<file path="src/hw/rtl/sfr_pkg.sv">
// shared types and constants for the serial frame receiver with xor header check
// used by sfr_store and serial_frame_receiver_xor_check_unit
package sfr_pkg;

  localparam int BUF_DEPTH = 256;
  localparam int BUF_AW    = $clog2(BUF_DEPTH);
  localparam int CNT_W     = 16;
  localparam int CFG_IDX_W = 8;

  localparam logic [7:0] HDR_FIRST  = 8'hAA;
  localparam logic [7:0] HDR_SECOND = 8'h55;

  localparam logic [CFG_IDX_W-1:0] REG_TAIL_BYTE = CFG_IDX_W'(0);
  localparam logic [CFG_IDX_W-1:0] REG_TEXT_TYPE = CFG_IDX_W'(1);

  typedef enum logic [1:0] {
    ACT_BYTE    = 2'd0,
    ACT_RESTART = 2'd1,
    ACT_READ    = 2'd2,
    ACT_NONE    = 2'd3
  } action_t;

  typedef enum logic [2:0] {
    PH_HEAD1 = 3'd0,
    PH_HEAD2 = 3'd1,
    PH_TYPE  = 3'd2,
    PH_LENH  = 3'd3,
    PH_LENL  = 3'd4,
    PH_CHECK = 3'd5,
    PH_DATA  = 3'd6,
    PH_TAIL  = 3'd7
  } phase_t;

  typedef enum logic [2:0] {
    EV_NONE   = 3'd0,
    EV_HDR_OK = 3'd1,
    EV_RESYNC = 3'd2,
    EV_TEXT   = 3'd3,
    EV_CLOSED = 3'd4
  } event_t;

  // write request from the parser into the payload store
  typedef struct packed {
    logic              en;
    logic [BUF_AW-1:0] addr;
    logic [7:0]        data;
  } wr_req_t;

endpackage

</file>
<file path="src/hw/rtl/serial_frame_receiver_xor_check_unit.sv">
// top level of the serial frame receiver with xor header check
// depends on sfr_pkg and sfr_store
//
// Each word on the input channel is a received byte, a receiver restart, a
// payload read or an idle word, and gives exactly one result word. A word is
// accepted in every cycle unless the input is stalled, and its result passes
// through the input register (where the payload store read completes) and the
// parser update into the output register. The rate is set by the parser step
// and the one store port. Backpressure on the output stalls the input only
// when both registers are full. The store needs no clearing pass after reset:
// entries at or beyond the fill count of the current frame read as zero.
module serial_frame_receiver_xor_check_unit
  import sfr_pkg::*;
(
  input  logic                 clk,
  input  logic                 rst_n,
  input  logic                 in_valid,
  output logic                 in_ready,
  input  logic [1:0]           in_action,
  input  logic [7:0]           in_rx_byte,
  input  logic [7:0]           in_read_index,
  output logic                 out_valid,
  input  logic                 out_ready,
  output logic [7:0]           out_read_data,
  output logic                 out_text_ready,
  output logic [15:0]          out_text_length,
  output logic [2:0]           out_frame_event,
  input  logic                 cfg_valid,
  output logic                 cfg_ready,
  input  logic [CFG_IDX_W-1:0] cfg_index,
  input  logic [7:0]           cfg_data
);

  // configuration
  logic [7:0] tail_byte_r, text_type_r;

  // input register
  logic       s1_valid_r;
  logic [1:0] s1_action_r;
  logic [7:0] s1_byte_r;
  logic [7:0] s1_index_r;

  // parser state
  phase_t           phase_r, phase_nxt;
  logic [7:0]       kind_r, kind_nxt;
  logic [15:0]      decl_len_r, decl_len_nxt;
  logic [7:0]       xor_r, xor_nxt;
  logic [CNT_W-1:0] count_r, count_nxt;
  logic             ready_flag_r, ready_flag_nxt;
  logic [15:0]      acc_len_r, acc_len_nxt;

  // output register
  logic        out_valid_r;
  logic [7:0]  out_rd_r;
  logic        out_ready_flag_r;
  logic [15:0] out_len_r;
  event_t      out_ev_r;

  logic        advance, fire, in_fire;
  event_t      ev_nxt;
  logic [7:0]  rd_nxt;
  logic [7:0]  store_rd;
  wr_req_t     wr;
  logic [15:0] in_idx_w, s1_idx_w;
  logic [CNT_W-1:0] count_inc;

  assign advance  = !out_valid_r || out_ready;
  assign fire     = s1_valid_r && advance;
  assign in_ready = !s1_valid_r || advance;
  assign in_fire  = in_valid && in_ready;
  assign cfg_ready = 1'b1;

  assign in_idx_w = {8'd0, in_read_index};
  assign s1_idx_w = {8'd0, s1_index_r};

  always_ff @(posedge clk) begin
    if (!rst_n) begin
      tail_byte_r <= 8'd0;
      text_type_r <= 8'd0;
    end else if (cfg_valid) begin
      case (cfg_index)
        REG_TAIL_BYTE: tail_byte_r <= cfg_data;
        REG_TEXT_TYPE: text_type_r <= cfg_data;
        default: ;
      endcase
    end
  end

  always_ff @(posedge clk) begin
    if (!rst_n) begin
      s1_valid_r <= 1'b0;
    end else if (in_ready) begin
      s1_valid_r <= in_valid;
    end
  end

  always_ff @(posedge clk) begin
    if (in_fire) begin
      s1_action_r <= in_action;
      s1_byte_r   <= in_rx_byte;
      s1_index_r  <= in_read_index;
    end
  end

  sfr_store u_store (
    .clk     (clk),
    .wr      (wr),
    .rd_en   (in_fire),
    .rd_addr (in_idx_w[BUF_AW-1:0]),
    .rd_data (store_rd)
  );

  always_ff @(posedge clk) begin
    if (!rst_n) begin
      phase_r      <= PH_HEAD1;
      kind_r       <= 8'd0;
      decl_len_r   <= 16'd0;
      xor_r        <= 8'd0;
      count_r      <= '0;
      ready_flag_r <= 1'b0;
      acc_len_r    <= 16'd0;
    end else if (fire) begin
      phase_r      <= phase_nxt;
      kind_r       <= kind_nxt;
      decl_len_r   <= decl_len_nxt;
      xor_r        <= xor_nxt;
      count_r      <= count_nxt;
      ready_flag_r <= ready_flag_nxt;
      acc_len_r    <= acc_len_nxt;
    end
  end

  assign count_inc = (count_r == {CNT_W{1'b1}}) ? count_r : count_r + CNT_W'(1);

  always_comb begin
    phase_nxt      = phase_r;
    kind_nxt       = kind_r;
    decl_len_nxt   = decl_len_r;
    xor_nxt        = xor_r;
    count_nxt      = count_r;
    ready_flag_nxt = ready_flag_r;
    acc_len_nxt    = acc_len_r;
    ev_nxt         = EV_NONE;
    rd_nxt         = 8'd0;
    wr.en          = 1'b0;
    wr.addr        = count_r[BUF_AW-1:0];
    wr.data        = s1_byte_r;
    case (action_t'(s1_action_r))
      ACT_BYTE: begin
        case (phase_r)
          PH_HEAD1: begin
            if (s1_byte_r == HDR_FIRST) begin
              xor_nxt   = s1_byte_r;
              phase_nxt = PH_HEAD2;
            end
          end
          PH_HEAD2: begin
            if (s1_byte_r == HDR_SECOND) begin
              xor_nxt   = xor_r ^ s1_byte_r;
              phase_nxt = PH_TYPE;
            end else begin
              phase_nxt = PH_HEAD1;
            end
          end
          PH_TYPE: begin
            kind_nxt  = s1_byte_r;
            xor_nxt   = xor_r ^ s1_byte_r;
            phase_nxt = PH_LENH;
          end
          PH_LENH: begin
            decl_len_nxt = {s1_byte_r, 8'd0};
            xor_nxt      = xor_r ^ s1_byte_r;
            phase_nxt    = PH_LENL;
          end
          PH_LENL: begin
            decl_len_nxt = {decl_len_r[15:8], s1_byte_r};
            xor_nxt      = xor_r ^ s1_byte_r;
            phase_nxt    = PH_CHECK;
          end
          PH_CHECK: begin
            if (s1_byte_r == xor_r) begin
              // store is emptied by zeroing the fill count
              count_nxt = '0;
              phase_nxt = PH_DATA;
              ev_nxt    = EV_HDR_OK;
            end else begin
              phase_nxt = PH_HEAD1;
              ev_nxt    = EV_RESYNC;
            end
          end
          PH_DATA: begin
            wr.en     = fire && (count_r < CNT_W'(BUF_DEPTH));
            count_nxt = count_inc;
            if (count_inc >= decl_len_r) begin
              phase_nxt = PH_TAIL;
            end
          end
          PH_TAIL: begin
            if ((s1_byte_r == tail_byte_r) && (kind_r == text_type_r)) begin
              acc_len_nxt    = decl_len_r;
              ready_flag_nxt = 1'b1;
              ev_nxt         = EV_TEXT;
            end else begin
              ev_nxt = EV_CLOSED;
            end
            phase_nxt = PH_HEAD1;
          end
          default: phase_nxt = PH_HEAD1;
        endcase
      end
      ACT_RESTART: begin
        ready_flag_nxt = 1'b0;
        acc_len_nxt    = 16'd0;
        phase_nxt      = PH_HEAD1;
      end
      ACT_READ: begin
        // entries past the fill count were not written in this frame
        if ((s1_idx_w < CNT_W'(BUF_DEPTH)) && (s1_idx_w < count_r)) begin
          rd_nxt = store_rd;
        end
      end
      default: ;
    endcase
  end

  always_ff @(posedge clk) begin
    if (!rst_n) begin
      out_valid_r <= 1'b0;
    end else if (advance) begin
      out_valid_r <= s1_valid_r;
    end
  end

  always_ff @(posedge clk) begin
    if (fire) begin
      out_rd_r         <= rd_nxt;
      out_ready_flag_r <= ready_flag_nxt;
      out_len_r        <= acc_len_nxt;
      out_ev_r         <= ev_nxt;
    end
  end

  assign out_valid       = out_valid_r;
  assign out_read_data   = out_rd_r;
  assign out_text_ready  = out_ready_flag_r;
  assign out_text_length = out_len_r;
  assign out_frame_event = out_ev_r;

`ifndef SYNTH
  a_text_sets_ready: assert property (@(posedge clk) disable iff (!rst_n)
    (fire && (ev_nxt == EV_TEXT)) |=> (out_text_ready && ready_flag_r))
    else $error("text frame accepted without ready flag");

  a_hdr_ok_starts_data: assert property (@(posedge clk) disable iff (!rst_n)
    (fire && (ev_nxt == EV_HDR_OK)) |=> ((count_r == '0) && (phase_r == PH_DATA)))
    else $error("header check pass did not start an empty payload");

  a_not_ready_len_zero: assert property (@(posedge clk) disable iff (!rst_n)
    !ready_flag_r |-> (acc_len_r == 16'd0))
    else $error("accepted length held while not ready");

  a_stall_only_when_full: assert property (@(posedge clk) disable iff (!rst_n)
    !in_ready |-> (s1_valid_r && out_valid_r && !out_ready))
    else $error("input stalled with room in the pipeline");
`endif

endmodule

</file>
<file path="src/hw/rtl/sfr_store.sv">
// payload store: one write port, one registered read port with write bypass
// depends on sfr_pkg
module sfr_store
  import sfr_pkg::*;
(
  input  logic              clk,
  input  wr_req_t           wr,
  input  logic              rd_en,
  input  logic [BUF_AW-1:0] rd_addr,
  output logic [7:0]        rd_data
);

  logic [7:0] mem [BUF_DEPTH];
  logic [7:0] rd_data_r;

  always_ff @(posedge clk) begin
    if (wr.en) begin
      mem[wr.addr] <= wr.data;
    end
  end

  // a write landing on the same edge as the read is forwarded
  always_ff @(posedge clk) begin
    if (rd_en) begin
      if (wr.en && (wr.addr == rd_addr)) begin
        rd_data_r <= wr.data;
      end else begin
        rd_data_r <= mem[rd_addr];
      end
    end
  end

  assign rd_data = rd_data_r;

endmodule

</file>
<file path="config.mk">
export PLATFORM = sky130hd
export DESIGN_NAME = serial_frame_receiver_xor_check_unit
export DESIGN_NICKNAME = d
export VERILOG_FILES = /design/src/hw/rtl/sfr_pkg.sv /design/src/hw/rtl/serial_frame_receiver_xor_check_unit.sv /design/src/hw/rtl/sfr_store.sv
export SDC_FILE = /design/constraint.sdc
export NUM_CORES = 2
export LEC_CHECK = 0
export ABC_AREA = 1
export BUFFER_PORTS_ARGS = -buffer_cell sky130_fd_sc_hd__buf_2
export CORE_ASPECT_RATIO = 0.9
export CORE_MARGIN = 1
export CORE_UTILIZATION = 40
export DETAILED_ROUTE_END_ITERATION = 10
export MAX_ROUTING_LAYER = met4
export PLACE_DENSITY = 0.56
export SLEW_MARGIN = 20
export SYNTH_ARGS = -nofsm -noshare
export SYNTH_HDL_FRONTEND = slang
export SYNTH_SLANG_ARGS = --single-unit
export TNS_END_PERCENT = 10
</file>
<file path="constraint.sdc">
create_clock -name clk -period 4.94 [get_ports clk]
set_input_delay 0.988 -clock clk [delete_from_list [all_inputs] [get_ports clk]]
set_output_delay 0.988 -clock clk [all_outputs]
set_load 0.01 [all_outputs]
</file>
==> impl_results.rst <==
.. list-table::
   :header-rows: 1

   * - Metric
     - Value
   * - Routed length per instance
     - 24.1 µm
   * - Vias per std cell
     - 5.52
   * - Half-perimeter wire length of the detailed placement result
     - 152,000 µm
   * - Number of different library cells in the post-synthesis netlist
     - 36
   * - Maximum number of pins on one net before global-route repair
     - 206
   * - Share of final-layout standard cells stronger than drive strength 1
     - 0.0743
   * - Number of global-route vias before repair
     - 57,526
   * - CTS clk-pin slew, worst paths
     - 0.06 ns
   * - P per Cell Area
     - 389 mW/mm²
   * - I/O Pins
     - 70
   * - Post-layout min period
     - 4.20 ns
   * - Tightest Pin Transition
     - 1.21 ns
   * - Proportion of synthesized flip-flops having asynchronous set or reset
     - 0
   * - Worst slew slack as a fraction of its limit
     - 0.190
   * - Number of synthesized register bits
     - 2,188
   * - Die Area
     - 0.226 mm²
   * - Count of mapped cells out of synthesis
     - 7,810
   * - Leakage Power
     - 34.8 nW
   * - CP Data Required Time
     - 5.44 ns
   * - Biggest area consumer among synthesized cells
     - edfxtp_1
   * - Final-layout worst hold slack
     - 0.326 ns
   * - Highest attainable clock frequency
     - 0.238 GHz
   * - Leading register cell type out of synthesis
     - edfxtp_1
   * - Sequential cell area
     - 0.0648 mm²
   * - Total of hold buffers inserted after clock tree synthesis
     - 0
   * - Rows
     - 164
   * - Pre-antenna DRT Iters
     - 5
   * - Maximum clock path buffer count
     - 3
   * - Crit path capture type
     - flip-flop
   * - Wire length of the first global-routing pass
     - 389,000 µm
   * - Clock Sink Count
     - 2,188
   * - Setup violation total in the final timing report
     - 0
   * - Clk Tree Root Cell
     - clkbuf_16
   * - Start-to-end type of the worst setup path
     - flip-flop to flip-flop
   * - Most frequent standard cell in the layout excluding fill and tap cells
     - nand2_1
   * - Sequential cell area fraction in the yosys report
     - 0.723
   * - Final worst path period share
     - 0.850
   * - Latest clock arrival within the worst-skew pair
     - 0.88 ns
   * - Starting Density
     - 0.403
   * - Top cells by area, synth
     - edfxtp_1, nand3_1, nand2_1
   * - Placer Congestion
     - 0.887
   * - Initial antenna violation count
     - 7
   * - Area growth from synthesis to layout
     - 11.8%
   * - Avg Cell Area, Syn
     - 11.5 µm²
   * - Worst setup skew after layout
     - 0.0499 ns
   * - EDFF count, synth
     - 2,102
   * - TritonCTS buffer count
     - 216
   * - Worst-path fanout max
     - 26
   * - RSZ-0062 raised after global routing
     - no
   * - Clock tree from TritonCTS
     - done
   * - Core outline area
     - 0.222 mm²
   * - Setup bufs post-CTS
     - 0
   * - Final routed DRC violation total
     - 0
   * - Total length of routed wires
     - 264,000 µm
   * - Most frequent cells in the layout
     - nand2_1, edfxtp_1, nand3_1, nor2_1, clkbuf_16
   * - Syn_nets
     - 7,876
   * - Nets
     - 7,811
   * - Vertical die dimension
     - 451 µm
   * - Post-synth design cell area
     - 0.0897 mm²
   * - Share of Yosys cell area claimed by the top area cell type
     - 0.704
   * - Yosys warns
     - 0
   * - Congestion Overflow GR
     - 0
   * - Pwr Total
     - 0.0390 W
   * - DRC marker count from the first detailed-route iteration
     - 7,070
   * - Chip width
     - 501 µm
   * - Area taken by multi-input logic gates
     - 0.0222 mm²
   * - Number of max-slew violations in the final report
     - 0
   * - Antenna-violating nets left
     - 0
   * - Maxcap violations
     - 0
   * - Number of resized instances in the post-cts repair step
     - 0
   * - Routed vias
     - 60,297
   * - Final number of hold-violating endpoints
     - 0
   * - Depth of the CTS H-tree
     - 4
   * - Port-buffer cells
     - 68
   * - Total global routing track utilization
     - 0.237
   * - Status
     - completed
   * - CP startpoint kind
     - flip-flop
   * - Peak supply drop
     - 0.412 mV
   * - Path type of the worst min-delay path
     - input pin to flip-flop
   * - CP arrival
     - 4.70 ns
   * - Fillcell total
     - 20,528
-- registers in the layout, summed over array words and instances, names as in the netlist --
signal           cells
acc_len_r           16
s1_action_r          2
s1_valid_r           1
tail_byte_r          8
out_text_ready       1
out_read_data        8
kind_r               8
ready_flag_r         1
u_store.rd_data      8
out_frame_event      3
u_store.mem       2048
decl_len_r          16
out_text_length     16
count_r             16
s1_byte_r            8
out_valid            1
s1_index_r           8
xor_r                8
phase_r              3
text_type_r          8
-- synthesized netlist by cell type (all sizes together) (10+ instances only) --
| master | n |
|---|---|
| o21ai | 59 |
| dfxtp | 86 |
| edfxtp | 2102 |
| or2 | 14 |
| nand4 | 23 |
| a211oi | 16 |
| nand3 | 2055 |
| inv | 128 |
| xor2 | 13 |
| nor3 | 10 |
| clkbuf | 269 |
| nand2 | 2276 |
| ha | 27 |
| xnor2 | 21 |
| nor2 | 344 |
| a21oi | 93 |
| buf | 249 |
-- critical path, cell delays in order (launching register included) --
cell	delay [ns]
edfxtp_1	0.65
nor2_4	0.18
buf_4	0.26
inv_1	0.11
nor2_2	0.18
inv_2	0.10
nor3_4	0.30
inv_2	0.16
nor2_4	0.18
nand2_2	0.69
nor2_1	1.00
-- kinds of logic (layout without fill, tap and decap cells) --
kind of cell | Yosys count | count (layout) | share of synthesized area
XOR/XNOR | 34 | 34 | 0.00332
AND/OR/NAND/NOR | 4726 | 4726 | 0.229
flip-flops | 2188 | 2188 | 0.723
buffers and inverters | 650 | 769 | 0.0295
adder cells (fa/ha/maj) | 27 | 27 | 0.00377
AO/OA/AOI/OAI | 184 | 184 | 0.0111
other | 1 | 2 | 0.0000418
-- layout make-up --
class | instances | area share
Clock buffer | 267 | 0.0569
Inverter | 132 | 0.00519
Multi-Input combinational cell | 4972 | 0.221
Sequential cell | 2188 | 0.647
Clock inverter | 135 | 0.0119
Antenna cell | 1 | 0.0000250
Tap cell | 2988 | 0.0373
Timing Repair Buffer | 235 | 0.0203
-- metrics by stage --
step / util / TNS [ns] / cells / setup slack [ns] / cell area [µm²]
after floorplan: - / -0.0209 / 7810 / -0.0102 / 89700
after global placement: 0.420 / 0 / 10515 / 0.453 / 93300
after detailed placement: 0.420 / 0 / 10515 / 0.514 / 93300
after CTS: 0.451 / 0 / 10917 / 0.657 / 100000
after global routing: 0.451 / 0 / 10917 / 0.524 / 100000
final: 0.451 / 0 / 10918 / 0.739 / 100000
-- report_power, final --
group          switching (W)  internal (W)  total (W)  leakage [nW]
logic                0.00173      0.000526    0.00226          11.8
registers          0.0000418        0.0204     0.0204          19.6
clock network        0.00719       0.00911     0.0163          3.36
total                0.00896        0.0300     0.0390          34.8
-- per-layer routing --
layer / wire, µm / track usage / vias to the layer above
met5: 0 / - / -
met4: 7640 / 0.0700 / 0
met3: 19600 / 0.0359 / 365
met2: 119000 / 0.351 / 2378
met1: 117000 / 0.337 / 30078
li1: - / - / 27476
-- path summary, 6_finish.rpt --
| kind | start | endpoint | slack (ns) | cells past startpoint |
|---|---|---|---|---|
| setup / recovery | s1_action_r[1] | u_store.mem[189][5] | 0.74 | 10 |
| hold / removal | in_action[0] | s1_action_r[0] | 0.33 | 1 |
| setup reg to reg | s1_action_r[1] | u_store.mem[189][5] | 0.74 | 10 |
| hold reg to reg | acc_len_r[11] | acc_len_r[11] | 0.47 | 2 |
Power figures use the tool's default switching activity.
